<file path="config.mk">
export PLATFORM = sky130hd
export DESIGN_NAME = hsort_cell
export DESIGN_NICKNAME = d
export VERILOG_FILES = /design/src/rtl/core/hsort_pkg.sv /design/src/rtl/core/hsort_cell.sv
export SDC_FILE = /design/constraint.sdc
export NUM_CORES = 1
export LEC_CHECK = 0
export ABC_AREA = 1
export BUFFER_PORTS_ARGS = -buffer_cell sky130_fd_sc_hd__buf_2
export CAP_MARGIN = 20
export CORE_MARGIN = 1
export CORE_UTILIZATION = 53
export DETAILED_ROUTE_END_ITERATION = 6
export PLACE_DENSITY = 0.84
export SLEW_MARGIN = 20
export SYNTH_ARGS = -nofsm -noshare
export SYNTH_HDL_FRONTEND = slang
export SYNTH_SLANG_ARGS = --single-unit
export TNS_END_PERCENT = 100
</file>
<file path="constraint.sdc">
create_clock -name clk -period 4.1 [get_ports clk]
set_clock_uncertainty 0.1 [all_clocks]
set_input_delay 0.41 -clock clk [delete_from_list [all_inputs] [get_ports clk]]
set_output_delay 0.41 -clock clk [all_outputs]
set_load 0.02 [all_outputs]
</file>
<file path="src/rtl/core/hsort_pkg.sv">
`timescale 1ns / 1ps
// Shared types and constants for the heap_sorter insertion chain.
// No dependencies; imported by hsort_cell and heap_sorter_core.
package hsort_pkg;

	localparam int MAX_ELEMENTS = 64;
	localparam int DATA_W       = 32;
	localparam int CNT_W        = $clog2(MAX_ELEMENTS + 1);
	localparam int SETTLE_W     = $clog2(MAX_ELEMENTS);

	// One slot of the chain: a held element or an element in flight.
	typedef struct packed {
		logic                     vld;
		logic signed [DATA_W-1:0] data;
	} slot_t;

endpackage

</file>
<file path="src/rtl/core/hsort_cell.sv">
`timescale 1ns / 1ps
// One cell of the sorting chain: holds the smallest element that reached it; on shift, takes the right slot.
// Depends on hsort_pkg.
module hsort_cell
	import hsort_pkg::*;
(
	input  logic  clk,
	input  logic  arst_n,
	input  logic  shift,
	input  slot_t carry_prev,
	input  slot_t right_slot,
	output slot_t slot,
	output slot_t carry_next
);

	logic                     vld_q;
	logic signed [DATA_W-1:0] data_q;
	logic                     pass_vld_q;
	logic signed [DATA_W-1:0] pass_data_q;
	slot_t                    cur;
	slot_t                    keep_n;
	slot_t                    pass_n;

	assign cur.vld  = vld_q;
	assign cur.data = data_q;

	always_comb begin
		keep_n = cur;
		pass_n = '0;
		if (shift) begin
			// emit: advance toward the head of the chain
			keep_n = right_slot;
		end else if (carry_prev.vld) begin
			if (!cur.vld) begin
				keep_n = carry_prev;
			end else if (carry_prev.data < cur.data) begin
				keep_n = carry_prev;
				pass_n = cur;
			end else begin
				pass_n = carry_prev;
			end
		end
	end

	always_ff @(posedge clk or negedge arst_n) begin
		if (!arst_n) begin
			vld_q      <= 1'b0;
			pass_vld_q <= 1'b0;
		end else begin
			vld_q      <= keep_n.vld;
			pass_vld_q <= pass_n.vld;
		end
	end

	always_ff @(posedge clk) begin
		data_q      <= keep_n.data;
		pass_data_q <= pass_n.data;
	end

	assign slot            = cur;
	assign carry_next.vld  = pass_vld_q;
	assign carry_next.data = pass_data_q;

endmodule
</file>
; Word level (Yosys, flattened, before mapping)
; Cells that the tools add are included.
[word_totals]
regBits = 66
inputBits = 69
out_inout_bits = 66
[classes]
n_lt_le_gt_ge = 1
n_eq_ne = 1
mux = 8
n_bitwise = 2
reduce_logical = 3
[op_table]
columns = cell, n
row1 = $mux 33, 5
row2 = $mux 32, 3
row3 = $lt 32x32->1, 1
row4 = $ne 3x2->1 const B, 1
row5 = $reduce_or 3->1, 1
row6 = $not 1->1, 2
row7 = $reduce_and 2->1, 1
row8 = $reduce_bool 2->1, 1

; Longest topological paths before layout
; Gate-level depths: netlist of run 1.
[depth]
word_depth = 5
depth_mapped = 17
mapped_depth_nobuf = 16

; Worst setup path before layout of run 1
; OpenSTA, ideal clock, no wires.
[synth_path]
kind = flip-flop to flip-flop
start = register data_q[31]
end = register data_q[0], enable pin
setup_ps = 387
arrival_time_ps = 2268
t_required_ps = 3613
setup_slack_ps = 1346
path_stages_with_launch = 11
synth_period_minus_slack_ps = 2754
cell_sequence = edfxtp_1 -> inv_1 -> ha_1 -> a21oi_1 -> o21a_1 -> nand2_1 -> a21oi_1 -> nand3_1 -> nand3_1 -> o21ai_0 -> inv_1
[synth_via]
elab_chain_cells = 3
[synth_lines]
columns = element, line_no
row1 = start: declaration, hsort_cell.sv:17  ; logic signed [DATA_W-1:0] data_q;
row2 = start signal: assignment, hsort_cell.sv:56  ; data_q <= keep_n.data;
row3 = $lt 32x32->1, hsort_cell.sv:36  ; end else if (carry_prev.data < cur.data) begin
row4 = $ne 3x2->1 (no source line), n/a
row5 = $reduce_and 2->1 (no source line), n/a
; Every way passes these cells.
; A chain may end at the register's enable or synchronous reset.

; Worst setup path in the final report of run 1
[layout_path]
start = register data_q[27]
end = register pass_data_q[20]
[layout_via]
elab_chain_cells = 2
[layout_lines]
columns = element, line_no
row1 = $lt 32x32->1, hsort_cell.sv:36
row2 = $mux 32, hsort_cell.sv:36
row3 = end signal: assignment, hsort_cell.sv:57  ; pass_data_q <= pass_n.data;
row4 = end: declaration, hsort_cell.sv:19  ; logic signed [DATA_W-1:0] pass_data_q;
; Every way passes these cells.

==> impl_metrics.xml, run 1 <==
<?xml version="1.0" encoding="UTF-8"?>
<metrics>
  <group name="route">
    <metric name="remaining_drc_errors" unit="">0</metric>
    <metric name="routed.top_layer" unit="">met4</metric>
    <metric name="drt_wl_total" unit="mm">9.04</metric>
    <metric name="post_drt_wl_per_cell" unit="um">13.5</metric>
    <metric name="detail_route.wirelength.met1" unit="mm">4.00</metric>
    <metric name="met3RoutedLength" unit="um">545</metric>
    <metric name="first_iter_violations" unit="">172</metric>
    <metric name="firstDrtPassIters" unit="">4</metric>
    <metric name="vias_per_cell" unit="">5.07</metric>
    <metric name="ant_nets" unit="">0</metric>
    <metric name="via_count" unit="">3401</metric>
    <metric name="met2RoutedLength" unit="mm">4.31</metric>
  </group>
  <group name="layout">
    <metric name="final.fill_count" unit="">526</metric>
    <metric name="layout.core_utilization" unit="%">69.8</metric>
    <metric name="final_nets" unit="">689</metric>
    <metric name="post_layout_nonfiller_instances" unit="">671</metric>
    <metric name="antenna_cells" unit="">0</metric>
    <metric name="fraction_of_final_layout_cells_with_drive_strength_greater_than_1" unit="%">26.1</metric>
    <metric name="seq_area" unit="um^2">1650</metric>
    <metric name="multiInputGateArea" unit="um^2">1590</metric>
    <metric name="layout-area-overhead-vs-synth" unit="%">27.0</metric>
  </group>
  <group name="critical_path">
    <metric name="critPathKind" unit="">flip-flop to flip-flop</metric>
    <metric name="worst-path-max-fanout" unit="">20</metric>
    <metric name="cp_data_required_time" unit="ns">4.22</metric>
    <metric name="worstSetupStartpointType" unit="">flip-flop</metric>
    <metric name="cp-end-kind" unit="">flip-flop</metric>
    <metric name="critical-path-top-delay-family" unit="">simple AND/OR/NAND/NOR gates</metric>
    <metric name="timing.critical_path.buf_inv" unit="">2</metric>
    <metric name="worstPathCellList" unit="">inv_1 -&gt; ha_1 -&gt; a21oi_1 -&gt; o21ai_0 -&gt; nand2_1 -&gt; nand2_1 -&gt; a21oi_1 -&gt; nand2_1 -&gt; nand2_1 -&gt; buf_4 -&gt; nand3_1 -&gt; nand2_1 -&gt; nor2_1</metric>
    <metric name="crit_path_top_delay_cell" unit="">nand2_1</metric>
    <metric name="critPathArrivalTime" unit="ns">2.93</metric>
    <metric name="path_common_cell" unit="">nand2_1</metric>
    <metric name="cp_slowest_stage_delay" unit="ns">0.53</metric>
  </group>
  <group name="yosys">
    <metric name="synth_fp_nets" unit="">559</metric>
    <metric name="synth_seq_area_share" unit="%">47.0</metric>
    <metric name="synth.cell_area" unit="um^2">3510</metric>
    <metric name="synth.distinct_cells" unit="">18</metric>
    <metric name="share_of_the_synthesized_area_in_the_top_cell_type" unit="%">27.4</metric>
    <metric name="synthesized_area_per_cell" unit="um^2">7.65</metric>
    <metric name="synthTopCellsByArea" unit="">edfxtp_1 (27%), dfxtp_1 (18%), nand2_1 (17%)</metric>
    <metric name="synth-warning-count" unit="">0</metric>
    <metric name="syn_inst" unit="">459</metric>
    <metric name="yosys_register_bits" unit="">66</metric>
    <metric name="synth_top_cell_by_area" unit="">edfxtp_1</metric>
  </group>
  <group name="place">
    <metric name="gpl.final_weighted_congestion" unit="">0.781</metric>
    <metric name="buffer_ports.inserted" unit="">134</metric>
    <metric name="dp.cells" unit="">654</metric>
    <metric name="place.detailed.hpwl" unit="mm">6.39</metric>
  </group>
  <group name="timing">
    <metric name="timing.max_slew.rel_slack" unit="%">30.0</metric>
    <metric name="final_max_slew_viol_count" unit="">0</metric>
    <metric name="fin_crit_sh" unit="%">68.4</metric>
    <metric name="timing_worst_slew_pin_value" unit="ns">1.04</metric>
    <metric name="final-setup-viol-count" unit="">0</metric>
    <metric name="final_min_period" unit="ns">2.80</metric>
    <metric name="setup_tns" unit="ns">0</metric>
    <metric name="setup_repair_after_global_routing_missed_its_margin" unit="">false</metric>
    <metric name="hold_viol" unit="">0</metric>
    <metric name="clock.fmax" unit="MHz">357</metric>
  </group>
  <group name="floorplan">
    <metric name="design.portCount" unit="">135</metric>
    <metric name="dieArea" unit="um^2">6950</metric>
    <metric name="die_width" unit="um">83.4</metric>
    <metric name="floorplan.initialDensity" unit="%">55.0</metric>
    <metric name="die_height" unit="um">83.4</metric>
    <metric name="num_rows" unit="">29</metric>
    <metric name="design.core.area" unit="um^2">6390</metric>
  </group>
  <group name="clock_network">
    <metric name="clock_tree.buffer_depth" unit="">2</metric>
    <metric name="number_of_buffers_added_by_the_clock_tree_synthesis_step" unit="">9</metric>
    <metric name="clk-insertion-delay-late" unit="ns">0.34</metric>
    <metric name="tritoncts" unit="">yes</metric>
    <metric name="post_cts_resize_count" unit="">0</metric>
    <metric name="cts.root.buffer_cell" unit="">clkbuf_8</metric>
    <metric name="htreeDepth" unit="">3</metric>
    <metric name="cts.sinks" unit="">66</metric>
    <metric name="clk_transition_reported_paths" unit="ns">0.08</metric>
  </group>
  <group name="grt">
    <metric name="first_global_vias" unit="">3453</metric>
    <metric name="pin_count_of_the_biggest_net_entering_global_routing" unit="">33</metric>
    <metric name="grt_remaining_overflow" unit="">0</metric>
    <metric name="first_pass_grt_wire_length" unit="mm">15.3</metric>
    <metric name="grt.total_usage" unit="%">27.3</metric>
    <metric name="grt_antenna_before_repair" unit="">0</metric>
  </group>
  <group name="run">
    <metric name="max-cap-violations" unit="">0</metric>
  </group>
  <group name="power_and_ir_drop">
    <metric name="design_power_total" unit="mW">1.99</metric>
    <metric name="power_density" unit="nW/um^2">447</metric>
    <metric name="static_leakage" unit="nW">2.49</metric>
    <metric name="vdd_drop_max" unit="uV">309</metric>
  </group>
  <group name="outcome">
    <metric name="status" unit="">completed</metric>
  </group>
  <group name="min_path">
    <metric name="worst_hold_path_type" unit="">input pin to flip-flop</metric>
  </group>
</metrics>
cell families after synthesis:
group / count (synthesis) / synth area share, %
buf+inv: 66 / 7.80
flops: 66 / 47.0
fa+ha+maj: 31 / 11.0
compound gates: 25 / 3.63
simple gates: 271 / 30.5
per-stage QoR:
stage	area [um^2]	hold slack, ns	setup slack [ns]
after floorplan	3510	0.0144	1.35
after global placement	4220	0.0975	1.27
after detailed placement	4220	0.0968	1.19
after CTS	4460	0.215	1.29
after global routing	4460	0.234	0.954
final	4460	0.219	1.30
cell usage after synthesis, drive strengths merged:
cell,n
clkbuf,6
dfrtp,2
edfxtp,32
a21oi,17
o21a,1
o21ai,7
ha,31
inv,45
nor2,73
nor3,2
nand4,1
nand3,36
nand2,159
dfxtp,32
buf,15
cell usage in the layout (no fill, tap or decap), drive strengths merged:
master / instances
a21oi: 17
buf: 139
bufinv: 1
clkbuf: 15
clkinv: 1
dfrtp: 2
dfxtp: 32
dlygate4sd3: 1
edfxtp: 32
ha: 31
inv: 44
nand2: 159
nand3: 36
nand4: 1
nor2: 73
nor3: 2
o21a: 1
o21ai: 7
layer usage:
metal  vias to the layer above  track usage (%)
met5                         -                0
met4                         0             11.0
met3                        17             4.47
met2                       140             47.2
met1                      1536             33.9
li1                       1708                -
worst register-to-register path, delay by kind of cell, from the launching register on:
| kind | cells | cell delay (ns) |
|---|---|---|
| AO/OA/AOI/OAI | 3 | 0.52 |
| buffers and inverters | 2 | 0.41 |
| flip-flops | 1 | 0.40 |
| adder cells (fa/ha/maj) | 1 | 0.24 |
| AND/OR/NAND/NOR | 7 | 1.01 |
state kept, by name (all words and copies together) (netlist names):
signal       cells
vld_q            1
data_q          32
pass_vld_q       1
pass_data_q     32
report_power, final:
group	total (mW)	internal (mW)	switching (mW)
Clock	0.616	0.365	0.250
Sequential	0.803	0.774	0.0296
Combinational	0.576	0.193	0.383
repair_timing:
item	CTS	global route
buffers inserted	0	0
hold buffers	1	0
hold endpoints to repair	2	0
layout make-up:
class	count	area share, %
sequential	66	37.0
multi-input combinational	327	35.5
timing repair buffer	140	16.4
clock buffer	15	4.41
inverter	45	3.79
tap	77	2.16
clock inverter	1	0.673
path summary, 6_finish.rpt:
kind,from,to,slack [ns],cells after the start
worst max-delay path,data_q[27]$_DFFE_PP_,pass_data_q[20]$_SDFF_PN0_,1.30,13
worst min-delay path,carry_prev[0],pass_data_q[0]$_SDFF_PN0_,0.22,3
worst max register to register,data_q[27]$_DFFE_PP_,pass_data_q[20]$_SDFF_PN0_,1.30,13
worst min register to register,vld_q$_DFFE_PN0P_,vld_q$_DFFE_PN0P_,0.46,2
max in group asynchronous,arst_n,pass_vld_q$_DFF_PN0_,3.52,2
min in group asynchronous,arst_n,vld_q$_DFFE_PN0P_,0.29,2
(Power assumes the default switching activity.)
==> run 2, diff against run 1 <==
--- a/config.mk
+++ b/config.mk
@@ -9,9 +9,9 @@
 export BUFFER_PORTS_ARGS = -buffer_cell sky130_fd_sc_hd__buf_2
 export CAP_MARGIN = 20
 export CORE_MARGIN = 1
-export CORE_UTILIZATION = 53
+export CORE_UTILIZATION = 49
 export DETAILED_ROUTE_END_ITERATION = 6
-export PLACE_DENSITY = 0.84
+export PLACE_DENSITY = 0.78
 export SLEW_MARGIN = 20
 export SYNTH_ARGS = -nofsm -noshare
 export SYNTH_HDL_FRONTEND = slang
==> constraint.sdc (replaced) <==
create_clock -name clk -period 2.9 [get_ports clk]
set_clock_uncertainty 0.1 [all_clocks]
set_input_delay 0.29 -clock clk [delete_from_list [all_inputs] [get_ports clk]]
set_output_delay 0.29 -clock clk [all_outputs]
set_load 0.02 [all_outputs]
==> run 2 against run 1 <==
Net effect: core utilization is 5.2 points lower; via count is 1.4% lower; fmax is 8.8% higher; first-iteration DRC count is 40% lower.
==> impl_metrics.xml, run 2 (same netlist as run 1, synthesis figures left out) <==
<?xml version="1.0" encoding="UTF-8"?>
<metrics>
  <group name="clock_network">
    <metric name="cts.root.buffer_cell" unit="">clkbuf_8</metric>
    <metric name="cts.sinks" unit="">66</metric>
    <metric name="tritoncts" unit="">yes</metric>
    <metric name="clk-insertion-delay-late" unit="ns">0.33</metric>
    <metric name="post_cts_buffers" unit="">0</metric>
    <metric name="clk_transition_reported_paths" unit="ns">0.07</metric>
    <metric name="htreeDepth" unit="">3</metric>
    <metric name="clock_tree.buffer_depth" unit="">2</metric>
    <metric name="number_of_buffers_added_by_the_clock_tree_synthesis_step" unit="">9</metric>
  </group>
  <group name="layout">
    <metric name="antenna_cells" unit="">0</metric>
    <metric name="layout.cells.most_common" unit="">nand2_1</metric>
    <metric name="leading_cell_types_in_the_layout_fill_and_taps_excluded" unit="">nand2_1 (158), buf_2 (134), nor2_1 (73)</metric>
    <metric name="final_nets" unit="">694</metric>
    <metric name="layout-area-overhead-vs-synth" unit="%">26.4</metric>
    <metric name="multiInputGateArea" unit="um^2">1590</metric>
    <metric name="fraction_of_final_layout_cells_with_drive_strength_greater_than_1" unit="%">26.4</metric>
    <metric name="largest_registers" unit="">data_q: 32 flops, pass_data_q: 32 flops</metric>
    <metric name="seq_area" unit="um^2">1650</metric>
    <metric name="final.fill_count" unit="">602</metric>
  </group>
  <group name="grt">
    <metric name="first_pass_grt_wire_length" unit="mm">14.1</metric>
    <metric name="first_global_vias" unit="">3196</metric>
    <metric name="gr-usage-met2" unit="%">43.2</metric>
    <metric name="grt_remaining_overflow" unit="">0</metric>
    <metric name="global_route.usage.met3" unit="%">5.14</metric>
    <metric name="gr-max-usage-layer" unit="">met2</metric>
    <metric name="pin_count_of_the_biggest_net_entering_global_routing" unit="">32</metric>
    <metric name="grt.total_usage" unit="%">24.3</metric>
    <metric name="global_route_track_usage_on_met1" unit="%">29.3</metric>
    <metric name="grt_antenna_before_repair" unit="">0</metric>
  </group>
  <group name="min_path">
    <metric name="worst_hold_path_type" unit="">input pin to flip-flop</metric>
  </group>
  <group name="place">
    <metric name="gpl.final_weighted_congestion" unit="">0.807</metric>
    <metric name="pre_cts_slack" unit="ns">0.346</metric>
    <metric name="buffer_ports.inserted" unit="">134</metric>
    <metric name="place.detailed.hpwl" unit="mm">6.50</metric>
  </group>
  <group name="critical_path">
    <metric name="crit_path_top_delay_cell" unit="">edfxtp_1</metric>
    <metric name="timing.critical_path.buf_inv" unit="">1</metric>
    <metric name="path_common_cell" unit="">nand2_1</metric>
    <metric name="cp_data_required_time" unit="ns">3.02</metric>
    <metric name="worstPathCellList" unit="">inv_1 -&gt; ha_1 -&gt; a21oi_1 -&gt; o21ai_0 -&gt; nand2_1 -&gt; nand3_1 -&gt; a21oi_1 -&gt; nand2_1 -&gt; nand2_1 -&gt; nand2_2 -&gt; nor2_1 -&gt; nor2_1</metric>
    <metric name="cp_slowest_stage_delay" unit="ns">0.40</metric>
    <metric name="critPathArrivalTime" unit="ns">2.69</metric>
    <metric name="critical-path-top-delay-family" unit="">simple AND/OR/NAND/NOR gates</metric>
    <metric name="worst-path-max-fanout" unit="">31</metric>
    <metric name="worstSetupStartpointType" unit="">flip-flop</metric>
    <metric name="cp-end-kind" unit="">flip-flop</metric>
    <metric name="critPathKind" unit="">flip-flop to flip-flop</metric>
  </group>
  <group name="timing">
    <metric name="setup_repair_after_global_routing_missed_its_margin" unit="">false</metric>
    <metric name="final_max_slew_viol_count" unit="">0</metric>
    <metric name="timing.max_slew.rel_slack" unit="%">57.5</metric>
    <metric name="hold_viol" unit="">0</metric>
    <metric name="post-route-worst-setup-slack" unit="ns">0.323</metric>
    <metric name="final-setup-viol-count" unit="">0</metric>
    <metric name="setup_tns" unit="ns">0</metric>
    <metric name="clock.fmax" unit="MHz">388</metric>
    <metric name="fin_crit_sh" unit="%">88.9</metric>
    <metric name="timing_worst_slew_pin_value" unit="ns">0.636</metric>
    <metric name="hold-worst-slack" unit="ns">0.101</metric>
    <metric name="final_min_period" unit="ns">2.58</metric>
  </group>
  <group name="power_and_ir_drop">
    <metric name="power_density" unit="nW/um^2">584</metric>
    <metric name="vdd_drop_max" unit="uV">300</metric>
    <metric name="static_leakage" unit="nW">2.48</metric>
  </group>
  <group name="floorplan">
    <metric name="floorplan.initialDensity" unit="%">51.1</metric>
    <metric name="num_rows" unit="">30</metric>
    <metric name="die_width" unit="um">86.6</metric>
    <metric name="dieArea" unit="um^2">7510</metric>
    <metric name="die_height" unit="um">86.6</metric>
    <metric name="design.core.area" unit="um^2">6870</metric>
    <metric name="design.portCount" unit="">135</metric>
  </group>
  <group name="outcome">
    <metric name="status" unit="">completed</metric>
  </group>
  <group name="run">
    <metric name="max-cap-violations" unit="">0</metric>
  </group>
  <group name="route">
    <metric name="drt_wl_total" unit="mm">8.85</metric>
    <metric name="ant_nets" unit="">0</metric>
    <metric name="first_iter_violations" unit="">104</metric>
    <metric name="remaining_drc_errors" unit="">0</metric>
    <metric name="post_drt_wl_per_cell" unit="um">12.7</metric>
    <metric name="via_count" unit="">3355</metric>
    <metric name="vias_per_cell" unit="">4.83</metric>
    <metric name="firstDrtPassIters" unit="">4</metric>
  </group>
</metrics>
run 2: worst paths after layout:
kind / slack (ns) / cells past startpoint / start / endpoint
max reg2reg: 0.32 / 12 / data_q[19]$_DFFE_PP_ / pass_data_q[10]$_SDFF_PN0_
min reg2reg: 0.45 / 2 / vld_q$_DFFE_PN0P_ / vld_q$_DFFE_PN0P_
max: 0.32 / 12 / data_q[19]$_DFFE_PP_ / pass_data_q[10]$_SDFF_PN0_
min: 0.10 / 3 / right_slot[32] / vld_q$_DFFE_PN0P_
min in group asynchronous: 0.16 / 2 / arst_n / vld_q$_DFFE_PN0P_
max in group asynchronous: 2.44 / 2 / arst_n / pass_vld_q$_DFF_PN0_
run 2: worst min-delay path, stage by stage:
cell,delay (ns)
buf_2,0.07
nor2_1,0.03
a21oi_1,0.09
run 2: area by class of cell:
class                           count  share of cell area (%)
Clock buffer                       12                    3.05
Sequential cell                    66                    37.2
Timing Repair Buffer              145                    17.0
Multi-Input combinational cell    327                    35.7
Tap cell                           96                    2.71
Clock inverter                      4                   0.451
Inverter                           45                    3.81
run 2: through the flow:
step | cells | util [%] | total power [mW] | instance area, um^2
after CTS | 695 | 64.6 | 2.60 | 4440
after detailed placement | 678 | 62.2 | 1.97 | 4270
after global routing | 695 | 64.6 | 2.75 | 4440
after global placement | 678 | 62.2 | 1.94 | 4270
after floorplan | 459 | - | 1.71 | 3510
final | 695 | 64.6 | 2.59 | 4440
run 2: repair_timing:
action | 4_1_cts | 5_1_grt
hold endpoints to repair | 2 | 0
gates resized for setup | 0 | 0
hold buffers | 1 | 0
run 2: routing by layer:
| metal | up-vias | wire length (um) |
|---|---|---|
| li1 | 1717 | - |
| met1 | 1486 | 3800 |
| met2 | 142 | 4270 |
| met3 | 10 | 683 |
| met4 | 0 | 96 |
| met5 | - | 0 |
run 2: power breakdown:
group | leakage [nW] | total, mW | internal [mW] | switching, mW
clock | 0.0839 | 0.643 | 0.306 | 0.337
sequential | 0.609 | 1.13 | 1.09 | 0.0409
combinational | 1.78 | 0.815 | 0.278 | 0.537
==> run 3, diff against run 2 <==
--- a/config.mk
+++ b/config.mk
@@ -11,7 +11,7 @@
 export CORE_MARGIN = 1
 export CORE_UTILIZATION = 49
 export DETAILED_ROUTE_END_ITERATION = 6
-export PLACE_DENSITY = 0.78
+export PLACE_DENSITY = 0.8
 export SLEW_MARGIN = 20
 export SYNTH_ARGS = -nofsm -noshare
 export SYNTH_HDL_FRONTEND = slang
==> run 3 against run 2 <==
Net effect: power down 0.15%; core utilization up 0.20 points; sequential power about the same; critical path depth unchanged; fmax up 1.6%; combinational power up 0.5%; critical path type unchanged; largest cell class unchanged; largest power group unchanged.
==> impl_metrics.xml, run 3 (same netlist as run 1, synthesis figures left out) <==
<?xml version="1.0" encoding="UTF-8"?>
<metrics>
  <group name="outcome">
    <metric name="status" unit="">completed</metric>
  </group>
  <group name="clock_network">
    <metric name="cts.sinks" unit="">66</metric>
    <metric name="post_cts_buffers" unit="">0</metric>
    <metric name="number_of_buffers_added_by_the_clock_tree_synthesis_step" unit="">9</metric>
    <metric name="htreeDepth" unit="">3</metric>
    <metric name="post_cts_resize_count" unit="">0</metric>
    <metric name="clock_tree.buffer_depth" unit="">2</metric>
    <metric name="cts.root.buffer_cell" unit="">clkbuf_8</metric>
    <metric name="ctsHoldBuffers" unit="">1</metric>
    <metric name="clk_transition_reported_paths" unit="ns">0.07</metric>
    <metric name="tritoncts" unit="">yes</metric>
    <metric name="clk-insertion-delay-late" unit="ns">0.33</metric>
  </group>
  <group name="min_path">
    <metric name="worst_hold_path_type" unit="">input pin to flip-flop</metric>
    <metric name="whs_endpoint" unit="">vld_q$_DFFE_PN0P_</metric>
    <metric name="worst_hold_startpoint" unit="">right_slot[32]</metric>
    <metric name="hold-path-cell-count" unit="">3</metric>
  </group>
  <group name="power_and_ir_drop">
    <metric name="power_density" unit="nW/um^2">582</metric>
    <metric name="design_power_total" unit="mW">2.59</metric>
    <metric name="vdd_drop_max" unit="uV">317</metric>
    <metric name="static_leakage" unit="nW">2.47</metric>
  </group>
  <group name="timing">
    <metric name="final_max_slew_viol_count" unit="">0</metric>
    <metric name="fin_crit_sh" unit="%">87.5</metric>
    <metric name="setup_repair_after_global_routing_missed_its_margin" unit="">false</metric>
    <metric name="clock.fmax" unit="MHz">394</metric>
    <metric name="hold_viol" unit="">0</metric>
    <metric name="timing.max_slew.rel_slack" unit="%">55.7</metric>
    <metric name="timing_worst_slew_pin_value" unit="ns">0.661</metric>
    <metric name="final-setup-viol-count" unit="">0</metric>
    <metric name="final_min_period" unit="ns">2.54</metric>
    <metric name="setup_tns" unit="ns">0</metric>
  </group>
  <group name="critical_path">
    <metric name="rr_startpoint" unit="">data_q[15]$_DFFE_PP_</metric>
    <metric name="setup.reg_to_reg.worst_slack" unit="ns">0.36</metric>
    <metric name="worst_r2r_endpoint" unit="">pass_data_q[10]$_SDFF_PN0_</metric>
    <metric name="critPathArrivalTime" unit="ns">2.66</metric>
    <metric name="cp-end-kind" unit="">flip-flop</metric>
    <metric name="reg2reg_depth" unit="">12</metric>
    <metric name="cp_data_required_time" unit="ns">3.02</metric>
    <metric name="worstSetupStartpointType" unit="">flip-flop</metric>
    <metric name="worst-path-max-fanout" unit="">31</metric>
    <metric name="critPathKind" unit="">flip-flop to flip-flop</metric>
  </group>
  <group name="grt">
    <metric name="first_global_vias" unit="">3208</metric>
    <metric name="grt_remaining_overflow" unit="">0</metric>
    <metric name="grt.total_usage" unit="%">24.5</metric>
    <metric name="grt_antenna_before_repair" unit="">0</metric>
    <metric name="first_pass_grt_wire_length" unit="mm">14.1</metric>
    <metric name="pin_count_of_the_biggest_net_entering_global_routing" unit="">33</metric>
  </group>
  <group name="floorplan">
    <metric name="dieArea" unit="um^2">7510</metric>
    <metric name="design.portCount" unit="">135</metric>
    <metric name="num_rows" unit="">30</metric>
    <metric name="die_width" unit="um">86.6</metric>
    <metric name="design.core.area" unit="um^2">6870</metric>
    <metric name="die_height" unit="um">86.6</metric>
    <metric name="floorplan.initialDensity" unit="%">51.1</metric>
  </group>
  <group name="route">
    <metric name="firstDrtPassIters" unit="">4</metric>
    <metric name="first_iter_violations" unit="">116</metric>
    <metric name="post_drt_wl_per_cell" unit="um">12.4</metric>
    <metric name="ant_nets" unit="">0</metric>
    <metric name="vias_per_cell" unit="">4.80</metric>
    <metric name="drt_wl_total" unit="mm">8.61</metric>
    <metric name="remaining_drc_errors" unit="">0</metric>
    <metric name="via_count" unit="">3330</metric>
  </group>
  <group name="place">
    <metric name="dp.cells" unit="">676</metric>
    <metric name="buffer_ports.inserted" unit="">134</metric>
    <metric name="place.detailed.hpwl" unit="mm">6.31</metric>
    <metric name="gpl.final_weighted_congestion" unit="">0.875</metric>
  </group>
  <group name="layout">
    <metric name="largest_registers" unit="">data_q: 32 flops, pass_data_q: 32 flops</metric>
    <metric name="post_layout_nonfiller_instances" unit="">694</metric>
    <metric name="layout-area-overhead-vs-synth" unit="%">26.8</metric>
    <metric name="leading_cell_types_in_the_layout_fill_and_taps_excluded" unit="">nand2_1 (158), buf_2 (134), nor2_1 (73)</metric>
    <metric name="antenna_cells" unit="">0</metric>
    <metric name="fraction_of_final_layout_cells_with_drive_strength_greater_than_1" unit="%">26.1</metric>
    <metric name="layout.cells.most_common" unit="">nand2_1</metric>
    <metric name="final_nets" unit="">693</metric>
  </group>
  <group name="run">
    <metric name="max-cap-violations" unit="">0</metric>
  </group>
</metrics>
## run 3: layer usage
metal	vias up	global-route usage [%]	wire, um
met1	1485	29.6	3760
met3	9	4.38	493
met4	0	7.73	88
li1	1717	-	-
met5	-	0	0
met2	119	44.2	4270
## run 3: critical path, stage by stage, from the launching register on
cell and delay (ns):
edfxtp_1 0.41, inv_1 0.10, ha_1 0.25, a21oi_1 0.16
o21ai_0 0.11, a21oi_1 0.16, nand2_1 0.10, nand2_1 0.11
nand2_1 0.11, nand2_1 0.12, nand2_2 0.38, nor2_1 0.24
nor2_1 0.07
## run 3: where the power goes
group	internal [mW]	switching, mW	total (mW)
clock network	0.309	0.326	0.635
registers	1.09	0.0412	1.14
logic	0.281	0.538	0.819
total	1.68	0.905	2.59
## run 3: cell type report
cell class                 instances  area (um^2)
tap                               96          120
clock inverter                     3         17.5
inverter                          45          169
fill                             625         2420
timing repair buffer             144          768
multi-input combinational        327         1590
clock buffer                      13          139
sequential                        66         1650
## run 3: worst max path at each step
stage | start | endpoint | cells past startpoint
floorplan | data_q[31]$_DFFE_PP_ | data_q[0]$_DFFE_PP_ | 10
global placement | carry_prev[15] | data_q[10]$_DFFE_PP_ | 15
detailed placement | data_q[15]$_DFFE_PP_ | data_q[8]$_DFFE_PP_ | 15
CTS | data_q[15]$_DFFE_PP_ | pass_data_q[10]$_SDFF_PN0_ | 12
global route | data_q[15]$_DFFE_PP_ | pass_data_q[15]$_SDFF_PN0_ | 12
finish | data_q[15]$_DFFE_PP_ | pass_data_q[10]$_SDFF_PN0_ | 12
## run 3: metrics by stage
stage / setup slack [ns] / area, um^2 / hold slack, ns / util [%]
after floorplan: 0.146 / 3510 / -0.106 / -
after global placement: 0.490 / 4260 / -0.0250 / 62.0
after detailed placement: 0.392 / 4260 / -0.0200 / 62.0
after CTS: 0.368 / 4420 / 0.103 / 64.4
after global routing: 0.0644 / 4450 / 0.118 / 64.8
final: 0.364 / 4450 / 0.109 / 64.8
